`src/design/sbfd_pkg.sv`:
```
// Shared types and constants for the sensor beacon frame decoder.
// Holds the beat and result structs, type codes and range limits.
// No dependencies.
`default_nettype none

package sbfd_pkg;

  localparam int MAX_FRAME_BYTES = 31;
  localparam int COUNT_CAP_INT   = (MAX_FRAME_BYTES < 31) ? MAX_FRAME_BYTES : 31;
  localparam logic [4:0] COUNT_CAP = COUNT_CAP_INT[4:0];

  localparam int CAP_DEPTH = 14;
  localparam logic [4:0] CAP_FIRST = 5'd5;
  localparam logic [4:0] CAP_END   = 5'd19;

  localparam logic [4:0] LEN_ADDR   = 5'd12;
  localparam logic [4:0] LEN_DECODE = 5'd16;
  localparam logic [4:0] LEN_WORD   = 5'd17;
  localparam logic [4:0] LEN_LUX    = 5'd18;
  localparam logic [4:0] LEN_PAIR   = 5'd19;

  localparam logic [7:0] TYPE_TEMP  = 8'd4;
  localparam logic [7:0] TYPE_HUMI  = 8'd6;
  localparam logic [7:0] TYPE_LUX   = 8'd7;
  localparam logic [7:0] TYPE_MOIST = 8'd8;
  localparam logic [7:0] TYPE_COND  = 8'd9;
  localparam logic [7:0] TYPE_BATT  = 8'd10;
  localparam logic [7:0] TYPE_PAIR  = 8'd13;
  localparam logic [7:0] TYPE_FORM  = 8'd16;

  localparam logic signed [15:0] TEMP_LO    = -16'sd300;
  localparam logic signed [15:0] TEMP_HI    = 16'sd1000;
  localparam logic signed [15:0] HUMI_HI    = 16'sd1000;
  localparam logic signed [15:0] MOIST_HI   = 16'sd100;
  localparam logic signed [15:0] COND_LIM   = 16'sd20000;
  localparam logic signed [15:0] FORM_HI    = 16'sd1000;
  localparam logic signed [15:0] CLIMATE_LO = -16'sd990;
  localparam logic [23:0]        LUX_LIM    = 24'd150000;

  localparam int KB_TEMP  = 0;
  localparam int KB_HUMI  = 1;
  localparam int KB_LUX   = 2;
  localparam int KB_MOIST = 3;
  localparam int KB_COND  = 4;
  localparam int KB_FORM  = 5;
  localparam int KB_BATT  = 6;
  localparam int KB_ADDR  = 7;

  localparam int TDATA_W = 152;

  typedef struct packed {
    logic [7:0] data;
    logic       last;
  } beat_t;

  typedef struct packed {
    logic [47:0]        addr;
    logic signed [15:0] temp;
    logic signed [15:0] humi;
    logic [17:0]        lux;
    logic [6:0]         moist;
    logic [14:0]        cond;
    logic [9:0]         form;
    logic signed [7:0]  batt;
    logic [7:0]         known;
    logic               changed;
    logic               ready;
  } result_t;

endpackage

`default_nettype wire

```
`src/design/sbfd_in_stage.sv`:
```
// Input register stage of the sensor beacon frame decoder.
// Holds one accepted beat until the decode core consumes it; uses sbfd_pkg.
`default_nettype none

module sbfd_in_stage (
  input  wire logic          clk,
  input  wire logic          rst_n,
  input  wire logic          in_valid,
  output logic               in_ready,
  input  wire sbfd_pkg::beat_t in_beat,
  input  wire logic          take,
  output logic               beat_valid,
  output sbfd_pkg::beat_t    beat
);
  import sbfd_pkg::*;

  logic  vld_r, vld_nxt;
  beat_t beat_r;

  assign in_ready   = !vld_r || take;
  assign beat_valid = vld_r;
  assign beat       = beat_r;

  always_comb begin
    vld_nxt = vld_r;
    if (in_valid && in_ready) begin
      vld_nxt = 1'b1;
    end else if (take) begin
      vld_nxt = 1'b0;
    end
  end

  always_ff @(posedge clk) begin
    if (!rst_n) begin
      vld_r <= 1'b0;
    end else begin
      vld_r <= vld_nxt;
    end
  end

  always_ff @(posedge clk) begin
    if (in_valid && in_ready) begin
      beat_r <= in_beat;
    end
  end

endmodule

`default_nettype wire

```
`src/design/sbfd_core.sv`:
```
// Frame state and decode core: byte count, capture bytes, stored values.
// Produces the result of a frame-ending beat combinationally; uses sbfd_pkg.
`default_nettype none

module sbfd_core (
  input  wire logic            clk,
  input  wire logic            rst_n,
  input  wire logic            step,
  input  wire sbfd_pkg::beat_t beat,
  output sbfd_pkg::result_t    res
);
  import sbfd_pkg::*;

  logic [4:0]         count_r, count_nxt;
  logic [7:0]         cap_r [CAP_DEPTH];
  logic [7:0]         view [CAP_DEPTH];
  logic [47:0]        addr_r, addr_nxt;
  logic signed [15:0] temp_r, temp_nxt;
  logic signed [15:0] humi_r, humi_nxt;
  logic [17:0]        lux_r, lux_nxt;
  logic [6:0]         moist_r, moist_nxt;
  logic [14:0]        cond_r, cond_nxt;
  logic [9:0]         form_r, form_nxt;
  logic signed [7:0]  batt_r, batt_nxt;
  logic [7:0]         known_r, known_nxt;

  logic               below_cap;
  logic               cap_we;
  logic [4:0]         cap_off;
  logic [3:0]         cap_idx;
  logic [4:0]         len;
  logic [7:0]         t;
  logic signed [15:0] v;
  logic signed [15:0] h;
  logic [23:0]        lx;
  logic               changed;
  logic               ready;

  assign below_cap = count_r < COUNT_CAP;
  assign cap_we    = below_cap && count_r >= CAP_FIRST && count_r < CAP_END;
  assign cap_off   = count_r - CAP_FIRST;
  assign cap_idx   = cap_off[3:0];
  assign len       = below_cap ? count_r + 5'd1 : count_r;

  // current beat folded into the capture view
  always_comb begin
    for (int i = 0; i < CAP_DEPTH; i++) begin
      view[i] = (cap_we && cap_idx == 4'(i)) ? beat.data : cap_r[i];
    end
  end

  assign t  = view[7];
  assign v  = {view[11], view[10]};
  assign h  = {view[13], view[12]};
  assign lx = {view[12], view[11], view[10]};

  always_comb begin
    count_nxt = count_r;
    addr_nxt  = addr_r;
    temp_nxt  = temp_r;
    humi_nxt  = humi_r;
    lux_nxt   = lux_r;
    moist_nxt = moist_r;
    cond_nxt  = cond_r;
    form_nxt  = form_r;
    batt_nxt  = batt_r;
    known_nxt = known_r;
    changed   = 1'b0;
    ready     = 1'b0;

    if (step) begin
      if (beat.last) begin
        count_nxt = '0;
      end else if (below_cap) begin
        count_nxt = count_r + 5'd1;
      end
    end

    if (step && beat.last && len >= LEN_ADDR) begin
      if (!known_r[KB_ADDR]) begin
        addr_nxt           = {view[5], view[4], view[3], view[2], view[1], view[0]};
        known_nxt[KB_ADDR] = 1'b1;
      end
      if (len >= LEN_DECODE) begin
        case (t)
          TYPE_TEMP: begin
            if (len >= LEN_WORD && (!known_r[KB_TEMP] || temp_r != v) &&
                v > TEMP_LO && v < TEMP_HI) begin
              changed            = 1'b1;
              temp_nxt           = v;
              known_nxt[KB_TEMP] = 1'b1;
            end
          end
          TYPE_HUMI: begin
            if (len >= LEN_WORD && (!known_r[KB_HUMI] || humi_r != v) &&
                v >= 16'sd0 && v <= HUMI_HI) begin
              changed            = 1'b1;
              humi_nxt           = v;
              known_nxt[KB_HUMI] = 1'b1;
            end
          end
          TYPE_LUX: begin
            if (len >= LEN_LUX && (!known_r[KB_LUX] || lux_r != lx[17:0]) &&
                lx < LUX_LIM) begin
              changed           = 1'b1;
              lux_nxt           = lx[17:0];
              known_nxt[KB_LUX] = 1'b1;
            end
          end
          TYPE_MOIST: begin
            if (len >= LEN_WORD && (!known_r[KB_MOIST] || moist_r != v[6:0]) &&
                v >= 16'sd0 && v <= MOIST_HI) begin
              changed             = 1'b1;
              moist_nxt           = v[6:0];
              known_nxt[KB_MOIST] = 1'b1;
            end
          end
          TYPE_COND: begin
            if (len >= LEN_WORD && (!known_r[KB_COND] || cond_r != v[14:0]) &&
                v >= 16'sd0 && v < COND_LIM) begin
              changed            = 1'b1;
              cond_nxt           = v[14:0];
              known_nxt[KB_COND] = 1'b1;
            end
          end
          TYPE_BATT: begin
            batt_nxt           = view[10];
            known_nxt[KB_BATT] = 1'b1;
          end
          TYPE_PAIR: begin
            if (len >= LEN_PAIR) begin
              if (!known_r[KB_TEMP] || temp_r != v) begin
                changed            = 1'b1;
                temp_nxt           = v;
                known_nxt[KB_TEMP] = 1'b1;
              end
              if (!known_r[KB_HUMI] || humi_r != h) begin
                changed            = 1'b1;
                humi_nxt           = h;
                known_nxt[KB_HUMI] = 1'b1;
              end
            end
          end
          TYPE_FORM: begin
            if (len >= LEN_WORD && (!known_r[KB_FORM] || form_r != v[9:0]) &&
                v >= 16'sd0 && v <= FORM_HI) begin
              changed            = 1'b1;
              form_nxt           = v[9:0];
              known_nxt[KB_FORM] = 1'b1;
            end
          end
          default: begin
          end
        endcase
        ready = known_nxt[KB_TEMP] && known_nxt[KB_HUMI] &&
                temp_nxt > CLIMATE_LO && humi_nxt > CLIMATE_LO;
      end
    end
  end

  always_comb begin
    res.addr    = addr_nxt;
    res.temp    = temp_nxt;
    res.humi    = humi_nxt;
    res.lux     = lux_nxt;
    res.moist   = moist_nxt;
    res.cond    = cond_nxt;
    res.form    = form_nxt;
    res.batt    = batt_nxt;
    res.known   = known_nxt;
    res.changed = changed;
    res.ready   = ready;
  end

  always_ff @(posedge clk) begin
    if (!rst_n) begin
      count_r <= '0;
      addr_r  <= '0;
      temp_r  <= '0;
      humi_r  <= '0;
      lux_r   <= '0;
      moist_r <= '0;
      cond_r  <= '0;
      form_r  <= '0;
      batt_r  <= '0;
      known_r <= '0;
    end else begin
      count_r <= count_nxt;
      addr_r  <= addr_nxt;
      temp_r  <= temp_nxt;
      humi_r  <= humi_nxt;
      lux_r   <= lux_nxt;
      moist_r <= moist_nxt;
      cond_r  <= cond_nxt;
      form_r  <= form_nxt;
      batt_r  <= batt_nxt;
      known_r <= known_nxt;
    end
  end

  always_ff @(posedge clk) begin
    if (step && cap_we) begin
      cap_r[cap_idx] <= beat.data;
    end
  end

endmodule

`default_nettype wire

```
`src/design/sensor_beacon_frame_decoder_unit.sv`:
```
// Top level of the sensor beacon frame decoder: input stage, decode core,
// result register. Depends on sbfd_pkg, sbfd_in_stage and sbfd_core.
//
//   channel | ports                      | beat
//   in      | in_tvalid/tready/tdata/tlast | one payload byte, tlast on frame end
//   out     | out_tvalid/tready/tdata    | one result per frame end
//
// One beat per cycle while no frame end waits; a beat is registered in the
// input stage, and a frame end decodes combinationally into the result register.
// Non-final bytes never wait on the result side; a frame end waits only while
// the result register is full and not taken.
// Synchronous active-low reset clears count, stored values and known mask.
`default_nettype none

module sensor_beacon_frame_decoder_unit (
  input  wire logic           clk,
  input  wire logic           rst_n,
  input  wire logic           in_tvalid,
  output logic                in_tready,
  input  wire logic [7:0]     in_tdata,   // [7:0] payload_byte
  input  wire logic           in_tlast,   // frame_end
  output logic                out_tvalid,
  input  wire logic           out_tready,
  output logic [sbfd_pkg::TDATA_W-1:0] out_tdata
  // out_tdata from bit 0: device_address[47:0], temperature_tenths[63:48],
  // humidity_tenths[79:64], illuminance_lux[97:80], soil_moisture[104:98],
  // soil_conductivity[119:105], formaldehyde_tenths[129:120],
  // battery_level[137:130], known_mask[145:138], values_changed[146],
  // climate_ready[147], zero[151:148]
);
  import sbfd_pkg::*;

  beat_t   in_beat;
  beat_t   beat;
  logic    beat_valid;
  logic    step;
  logic    out_free;
  result_t res;
  result_t res_r;
  logic    out_vld_r, out_vld_nxt;

  assign in_beat.data = in_tdata;
  assign in_beat.last = in_tlast;

  assign out_free = !out_vld_r || out_tready;
  assign step     = beat_valid && (!beat.last || out_free);

  sbfd_in_stage u_in (
    .clk        (clk),
    .rst_n      (rst_n),
    .in_valid   (in_tvalid),
    .in_ready   (in_tready),
    .in_beat    (in_beat),
    .take       (step),
    .beat_valid (beat_valid),
    .beat       (beat)
  );

  sbfd_core u_core (
    .clk   (clk),
    .rst_n (rst_n),
    .step  (step),
    .beat  (beat),
    .res   (res)
  );

  always_comb begin
    out_vld_nxt = out_vld_r;
    if (step && beat.last) begin
      out_vld_nxt = 1'b1;
    end else if (out_tready) begin
      out_vld_nxt = 1'b0;
    end
  end

  always_ff @(posedge clk) begin
    if (!rst_n) begin
      out_vld_r <= 1'b0;
    end else begin
      out_vld_r <= out_vld_nxt;
    end
  end

  always_ff @(posedge clk) begin
    if (step && beat.last) begin
      res_r <= res;
    end
  end

  assign out_tvalid = out_vld_r;
  assign out_tdata  = {4'b0000, res_r.ready, res_r.changed, res_r.known, res_r.batt,
                       res_r.form, res_r.cond, res_r.moist, res_r.lux, res_r.humi,
                       res_r.temp, res_r.addr};

endmodule

`default_nettype wire
```
`config.mk`:
```
export PLATFORM = sky130hd
export DESIGN_NAME = sensor_beacon_frame_decoder_unit
export DESIGN_NICKNAME = d
export VERILOG_FILES = /design/src/design/sbfd_pkg.sv /design/src/design/sbfd_in_stage.sv /design/src/design/sbfd_core.sv /design/src/design/sensor_beacon_frame_decoder_unit.sv
export SDC_FILE = /design/constraint.sdc
export NUM_CORES = 1
export LEC_CHECK = 0
export ABC_AREA = 0
export ABC_CLOCK_PERIOD_IN_PS = 13400
export BUFFER_PORTS_ARGS = -buffer_cell sky130_fd_sc_hd__buf_2
export CELL_PAD_IN_SITES_DETAIL_PLACEMENT = 0
export CELL_PAD_IN_SITES_GLOBAL_PLACEMENT = 2
export CORE_MARGIN = 1.5
export CORE_UTILIZATION = 30
export DETAILED_ROUTE_END_ITERATION = 8
export GPL_ROUTABILITY_DRIVEN = 0
export PLACE_DENSITY = 0.62
export SETUP_SLACK_MARGIN = 0.5
export SLEW_MARGIN = 10
export SYNTH_ARGS = -nofsm -noshare
export SYNTH_HDL_FRONTEND = slang
export SYNTH_SLANG_ARGS = --single-unit
```
`constraint.sdc`:
```
create_clock -name clk -period 13.4 [get_ports clk]
set_input_delay 3.35 -clock clk [delete_from_list [all_inputs] [get_ports clk]]
set_output_delay 3.35 -clock clk [all_outputs]
set_load 0.05 [all_outputs]
```
==> flow_metrics.env, run 1 <==
export IMPL_track_usage_pct=18.0
export IMPL_start_kind="primary input"
export IMPL_reg2reg_to="out_tdata[147]"
export IMPL_dpl_cell_count=2487
export IMPL_netlist_area_sq_mm=0.0181
export IMPL_drt_iter0_markers=873
export IMPL_pin_count=167
export IMPL_finalSetupViolCount=0
export IMPL_synth_cell_types=94
export IMPL_slew_violations=0
export IMPL_wl_per_cell_um=22.1
export IMPL_yosys_warnings=0
export IMPL_h_tree_depth=2
export IMPL_cp_max_fo=4
export IMPL_critical_path_required_ns=10.05
export IMPL_layout_drive_gt1_share_pct=18.8
export IMPL_powerDensity_mw_per_mm2=123
export IMPL_setup_tns_final_ns=0
export IMPL_p_int_mw=2.02
export IMPL_ant_nets=0
export IMPL_total_power_mw=2.61
export IMPL_postCtsSetupBuffers=0
export IMPL_fmax_mhz=135
export IMPL_synthesis_instances=1622
export IMPL_slew_headroom_pct=25.8
export IMPL_drc=0
export IMPL_post_cts_resize_count=0
export IMPL_cts_made_buffers=46
export IMPL_regArea_sq_mm=0.0104
export IMPL_num_rows=89
export IMPL_multi_input_area_sq_mm=0.00713
export IMPL_synth_seq_cells=398
export IMPL_die_area_sq_mm=0.0619
export IMPL_first_pass_iters=5
export IMPL_synthToLayoutAreaGrowth_pct=16.7
export IMPL_vias_per_cell=5.00
export IMPL_grt_ovfl_total=0
export IMPL_net_switching_power_uw=592
export IMPL_hold_path_class="flip-flop to flip-flop"
export IMPL_synth_main_ff_cell="edfxtp_1"
export IMPL_grt_setup_unrepaired="false"
export IMPL_die_h_um=249
export IMPL_hold_viol_final=0
export IMPL_r2r_setup_slack_ns=7.68
export IMPL_ctsHoldBuffers=0
export IMPL_num_nets_final=1780
export IMPL_cts_max_path_buffers=3
export IMPL_p_leak_nw=7.90
export IMPL_finClkSkew_ns=0.0238
export IMPL_grt_max_degree=96
export IMPL_grt_antenna_before_repair=1
export IMPL_synthArstFlopShare_pct=0
export IMPL_power_switching_share_pct=22.7
export IMPL_clkPwrFrac_pct=46.7
export IMPL_core_area_sq_mm=0.0594
export IMPL_hpwl_mm=38.2
export IMPL_clk_pin_slew_worst_paths_ns=0.06
export IMPL_vdd_drop_max_v=0.0000756
export IMPL_cts_sink_count=398
export IMPL_pwr_share_comb_pct=3.3
export IMPL_worst_slew_pin_slew_ns=1.11
export IMPL_layout_setup_ws_ns=6.01
export IMPL_port_buffers=162
export IMPL_maxCapViolations=0
export IMPL_final_core_util_pct=35.7
export IMPL_synth_yosys_seq_area_share_pct=57.5
export IMPL_r2r_start="u_core.count_r[0]"
export IMPL_worstHoldStart="u_core.known_r[6]"
export IMPL_hold_ws_ns=0.513
export IMPL_pre_cts_slack_ns=6.02
export IMPL_grt_first_pass_wirelength_mm=83.5
export IMPL_min_to="out_tdata[144]"
export IMPL_stdcell_count=2573
export IMPL_ff2ff_path_depth=15
export IMPL_start_util_pct=30.5
export IMPL_status="complete, no violations"
export IMPL_seq_power_share_pct=50.1
export IMPL_n_antenna_cell=0
export IMPL_first_global_vias=12470
export IMPL_syn_avg_cell_area_sq_um=11.2
export IMPL_place_area_sq_mm=0.0197
export IMPL_synth_edf_count=245
export IMPL_tritoncts="built"
export IMPL_fin_crit_sh_pct=55.2
export IMPL_post_route_cell_area_sq_mm=0.0212
export IMPL_critical_path_class="primary input to output port"
export IMPL_hold_path_depth=1
export IMPL_end_kind="output port"
export IMPL_clk_latency_ns=0.59
export IMPL_die_x_um=249
export IMPL_crit_arrival_ns=4.04
export IMPL_fin_crit_ns=7.39
export IMPL_nFillCells=5973
export IMPL_num_vias=12869
export IMPL_clockRootBuffer="clkbuf_16"
export IMPL_totalWireLength_mm=56.7
==> power groups by stage <==
| stage | logic [mW] | clock network (mW) | registers, mW |
|---|---|---|---|
| 2_1_floorplan | 0.0305 | 0 | 1.36 |
| 3_3_place_gp | 0.0867 | 0 | 1.33 |
| 3_5_place_dp | 0.0875 | 0 | 1.33 |
| 4_1_cts | 0.0877 | 1.25 | 1.31 |
| 5_1_grt | 0.0899 | 1.31 | 1.31 |
| 6_report | 0.0850 | 1.22 | 1.31 |
==> synth_stat cells (7+ instances only) <==
| master | n | area [sq um] |
|---|---|---|
| edfxtp_1 | 245 | 7360 |
| and3_1 | 9 | 56.3 |
| inv_1 | 34 | 128 |
| xor2_1 | 11 | 96.3 |
| nand2b_1 | 11 | 68.8 |
| and2_1 | 154 | 963 |
| o22ai_1 | 11 | 68.8 |
| mux2i_2 | 8 | 110 |
| nor2b_1 | 13 | 81.3 |
| mux2_1 | 7 | 78.8 |
| a211oi_1 | 10 | 75.1 |
| a211o_1 | 8 | 70.1 |
| dfxtp_1 | 153 | 3060 |
| a21oi_1 | 85 | 425 |
| o21ai_1 | 22 | 110 |
| nand2_1 | 140 | 526 |
| a31oi_1 | 8 | 50.1 |
| nand4_1 | 21 | 131 |
| nor4_1 | 20 | 125 |
| mux2_4 | 12 | 180 |
| o21a_1 | 7 | 52.6 |
| xnor2_1 | 73 | 639 |
| or3_1 | 8 | 50.1 |
| clkbuf_1 | 79 | 297 |
| mux2i_1 | 39 | 390 |
| buf_2 | 10 | 50.1 |
| o21ai_0 | 102 | 510 |
| mux2_2 | 33 | 372 |
| o211ai_1 | 10 | 75.1 |
| nand3_1 | 19 | 95.1 |
| nor2_1 | 102 | 383 |
| nor3_1 | 18 | 90.1 |
==> cells in the final DEF (no fill, tap or decap), types with 39 or more instances in the layout <==
| cell type | count |
|---|---|
| xnor2_1 | 73 |
| nand2_1 | 140 |
| dfxtp_1 | 153 |
| and2_1 | 154 |
| nor2_1 | 102 |
| edfxtp_1 | 245 |
| o21ai_0 | 102 |
| mux2i_1 | 39 |
| clkbuf_16 | 47 |
| buf_2 | 161 |
| a21oi_1 | 85 |
==> metal layers <==
layer / up-vias / part of all wire [%] / routed length, um / track usage [%]
met3: 80 / 4.2 / 2360 / 2.81
li1: 6137 / - / - / -
met5: - / 0 / 0 / 0
met4: 0 / 2.5 / 1400 / 5.26
met2: 303 / 47 / 26900 / 29.9
met1: 6349 / 46 / 26100 / 24.0
==> registers in the layout (all words and copies together) (netlist names), 5 cells and up <==
signal,flops
u_core.count_r,5
u_core.known_r,8
u_core.cap_r,88
u_core.temp_r,16
u_core.cond_r,15
u_core.lux_r,18
u_core.form_r,10
u_core.batt_r,8
u_core.humi_r,16
u_core.moist_r,7
u_core.addr_r,48
u_in.beat,9
out_tdata,148
==> layout make-up <==
class	count	area share (%)
sequential	398	49.2
multi-input combinational	1088	33.7
clock buffer	70	6.20
timing repair buffer	191	4.87
tap	773	4.57
clock inverter	16	0.751
inverter	37	0.680
==> logic make-up after synthesis <==
logic type | synth area share (%)
and+or+nand+nor | 16.2
DFF | 57.5
buffers and inverters | 3.32
xor gates and xnor gates | 4.06
other | 0.0207
AOI/OAI and AO/OA | 11.8
adders and majority gates | 0.345
muxes | 6.86
==> worst max path at each step <==
stage / slack [ns] / to / startpoint
CTS: 6.02 / in_tready / out_tready
finish: 6.01 / in_tready / out_tready
floorplan: 4.41 / out_tdata[88] / out_tready
detailed placement: 6.02 / in_tready / out_tready
global placement: 6.02 / in_tready / out_tready
global route: 6.00 / in_tready / out_tready
==> worst max-delay path, cell delays in order <==
cell     delay, ns
buf_2         0.10
nor2b_1       0.23
nand3_1       0.13
buf_2         0.24
Note: power is estimated with default switching activity, not from simulation.
==> run 2: changes to the inputs <==
--- a/config.mk
+++ b/config.mk
@@ -6,7 +6,7 @@
 export NUM_CORES = 1
 export LEC_CHECK = 0
 export ABC_AREA = 0
-export ABC_CLOCK_PERIOD_IN_PS = 13400
+export ABC_CLOCK_PERIOD_IN_PS = 6430
 export BUFFER_PORTS_ARGS = -buffer_cell sky130_fd_sc_hd__buf_2
 export CELL_PAD_IN_SITES_DETAIL_PLACEMENT = 0
 export CELL_PAD_IN_SITES_GLOBAL_PLACEMENT = 2
@@ -14,7 +14,7 @@
 export CORE_UTILIZATION = 30
 export DETAILED_ROUTE_END_ITERATION = 8
 export GPL_ROUTABILITY_DRIVEN = 0
-export PLACE_DENSITY = 0.62
+export PLACE_DENSITY = 0.64
 export SETUP_SLACK_MARGIN = 0.5
 export SLEW_MARGIN = 10
 export SYNTH_ARGS = -nofsm -noshare
==> constraint.sdc (replaced) <==
create_clock -name clk -period 6.43 [get_ports clk]
set_input_delay 1.6075 -clock clk [delete_from_list [all_inputs] [get_ports clk]]
set_output_delay 1.6075 -clock clk [all_outputs]
set_load 0.05 [all_outputs]
==> run 2 against run 1 <==
Flip-flop and latch count stayed put. Clock power is 120% higher. Cell count is 0.27% higher. Via count is 0.22% higher. Global-route usage is 0.18 points higher. Largest power group unchanged.
==> flow_metrics.env, run 2 (same netlist as run 1, synthesis figures left out) <==
export IMPL_nFillCells=5919
export IMPL_drt_iter0_markers=900
export IMPL_n_antenna_cell=0
export IMPL_finalSetupViolCount=0
export IMPL_pin_count=167
export IMPL_total_power_mw=5.58
export IMPL_critical_path_required_ns=6.89
export IMPL_layout_drive_gt1_share_pct=19.8
export IMPL_p_leak_nw=7.98
export IMPL_layout_commonest_cell="edfxtp_1"
export IMPL_pre_cts_slack_ns=0.915
export IMPL_cpPeakStageDelay_ns=0.88
export IMPL_grt_max_degree=150
export IMPL_start_util_pct=30.5
export IMPL_crit_arrival_ns=5.95
export IMPL_fin_crit_ns=5.50
export IMPL_h_tree_depth=2
export IMPL_maxCapViolations=0
export IMPL_end_kind="flip-flop"
export IMPL_core_area_sq_mm=0.0594
export IMPL_ant_nets=0
export IMPL_drc=0
export IMPL_critical_path_class="flip-flop to flip-flop"
export IMPL_post_route_cell_area_sq_mm=0.0213
export IMPL_num_nets_final=1788
export IMPL_die_area_sq_mm=0.0619
export IMPL_hold_viol_final=0
export IMPL_totalWireLength_mm=57.1
export IMPL_r2r_setup_slack_ns=0.93
export IMPL_start_kind="flip-flop"
export IMPL_clockRootBuffer="clkbuf_16"
export IMPL_grt_setup_unrepaired="false"
export IMPL_hpwl_mm=38.9
export IMPL_slew_violations=0
export IMPL_num_vias=12897
export IMPL_final_core_util_pct=35.9
export IMPL_grt_first_pass_wirelength_mm=84.1
export IMPL_worst_slew_pin_slew_ns=1.22
export IMPL_fin_crit_sh_pct=85.5
export IMPL_first_pass_iters=5
export IMPL_vdd_drop_max_v=0.000191
export IMPL_status="complete, no violations"
export IMPL_hold_ws_ns=0.513
export IMPL_layout_setup_ws_ns=0.931
export IMPL_vias_per_cell=5.00
export IMPL_postCtsSetupBuffers=0
export IMPL_cts_max_path_buffers=3
export IMPL_setup_tns_final_ns=0
export IMPL_stdcell_count=2580
export IMPL_die_x_um=249
export IMPL_crit_slowest_cell="and2_1"
export IMPL_wl_per_cell_um=22.1
export IMPL_clk_pin_slew_worst_paths_ns=0.06
export IMPL_cts_made_buffers=46
export IMPL_track_usage_pct=18.1
export IMPL_first_global_vias=12676
export IMPL_die_h_um=249
export IMPL_hold_path_class="flip-flop to flip-flop"
export IMPL_place_area_sq_mm=0.0198
export IMPL_synthToLayoutAreaGrowth_pct=17.6
export IMPL_clk_latency_ns=0.59
export IMPL_crit_path_frequent_cell="and2_1"
export IMPL_cp_cell_sequence="inv_1 > ha_1 > nor4_1 > nor3_2 > o221ai_4 > buf_4 > mux2i_1 > o22ai_1 > a211o_1 > a21oi_1 > o21ba_2 > and2_1 > mux2_1 > and2_1"
export IMPL_grt_antenna_before_repair=1
export IMPL_grt_ovfl_total=0
export IMPL_finClkSkew_ns=0.0314
export IMPL_cp_max_fo=26
export IMPL_powerDensity_mw_per_mm2=262
export IMPL_largest_register_ff_count=148
export IMPL_dpl_cell_count=2495
export IMPL_slew_headroom_pct=17.6
export IMPL_cts_sink_count=398
export IMPL_mostFrequentLayoutCells="245 x edfxtp_1, 161 x buf_2, 154 x and2_1"
export IMPL_fmax_mhz=182
export IMPL_tritoncts="built"
export IMPL_num_rows=89
export IMPL_port_buffers=162
run 2: per-layer routing:
layer	share of wire (%)	global-route usage (%)	up-vias	wire length [um]
met5	0	0	-	0
met4	2.4	5.31	0	1370
met3	4.4	2.86	80	2520
met2	47	30.3	330	26900
met1	46	24.2	6346	26300
li1	-	-	6141	-
run 2: worst max-delay path: cells and delay by family, from the launching register on:
kind	cells	cell delay [ns]
flops	1	0.62
buf+inv	2	0.49
compound gates	5	1.58
fa+ha+maj	1	0.31
mux	2	0.84
simple gates	4	1.50
run 2: cell type report:
| type | instances | area [sq um] | area share, % |
|---|---|---|---|
| Multi-Input combinational cell | 1088 | 7150 | 33.5 |
| Tap cell | 773 | 967 | 4.53 |
| Timing Repair Buffer | 199 | 1100 | 5.17 |
| Inverter | 37 | 143 | 0.669 |
| Clock buffer | 52 | 1190 | 5.60 |
| Sequential cell | 398 | 10400 | 48.9 |
| Clock inverter | 33 | 350 | 1.64 |
run 2: path summary, 6_finish.rpt:
check,to,depth (start not counted),from
max,u_core.temp_r[0],14,u_core.count_r[1]
min reg2reg,out_tdata[144],1,u_core.known_r[6]
min,out_tdata[144],1,u_core.known_r[6]
max reg2reg,u_core.temp_r[0],14,u_core.count_r[1]
run 2: timing repair:
| action | CTS | global route |
|---|---|---|
| setup endpoints to repair | 0 | 5 |
| gates resized for setup | 0 | 2 |
| hold buffers | 0 | 0 |
run 2: where the power goes:
group	total (mW)	internal, mW	leakage [nW]	switching (mW)
Sequential	2.73	2.72	3.64	0.0110
Combinational	0.175	0.0296	3.58	0.145
Clock	2.68	1.59	0.755	1.09
Total	5.58	4.33	7.98	1.25
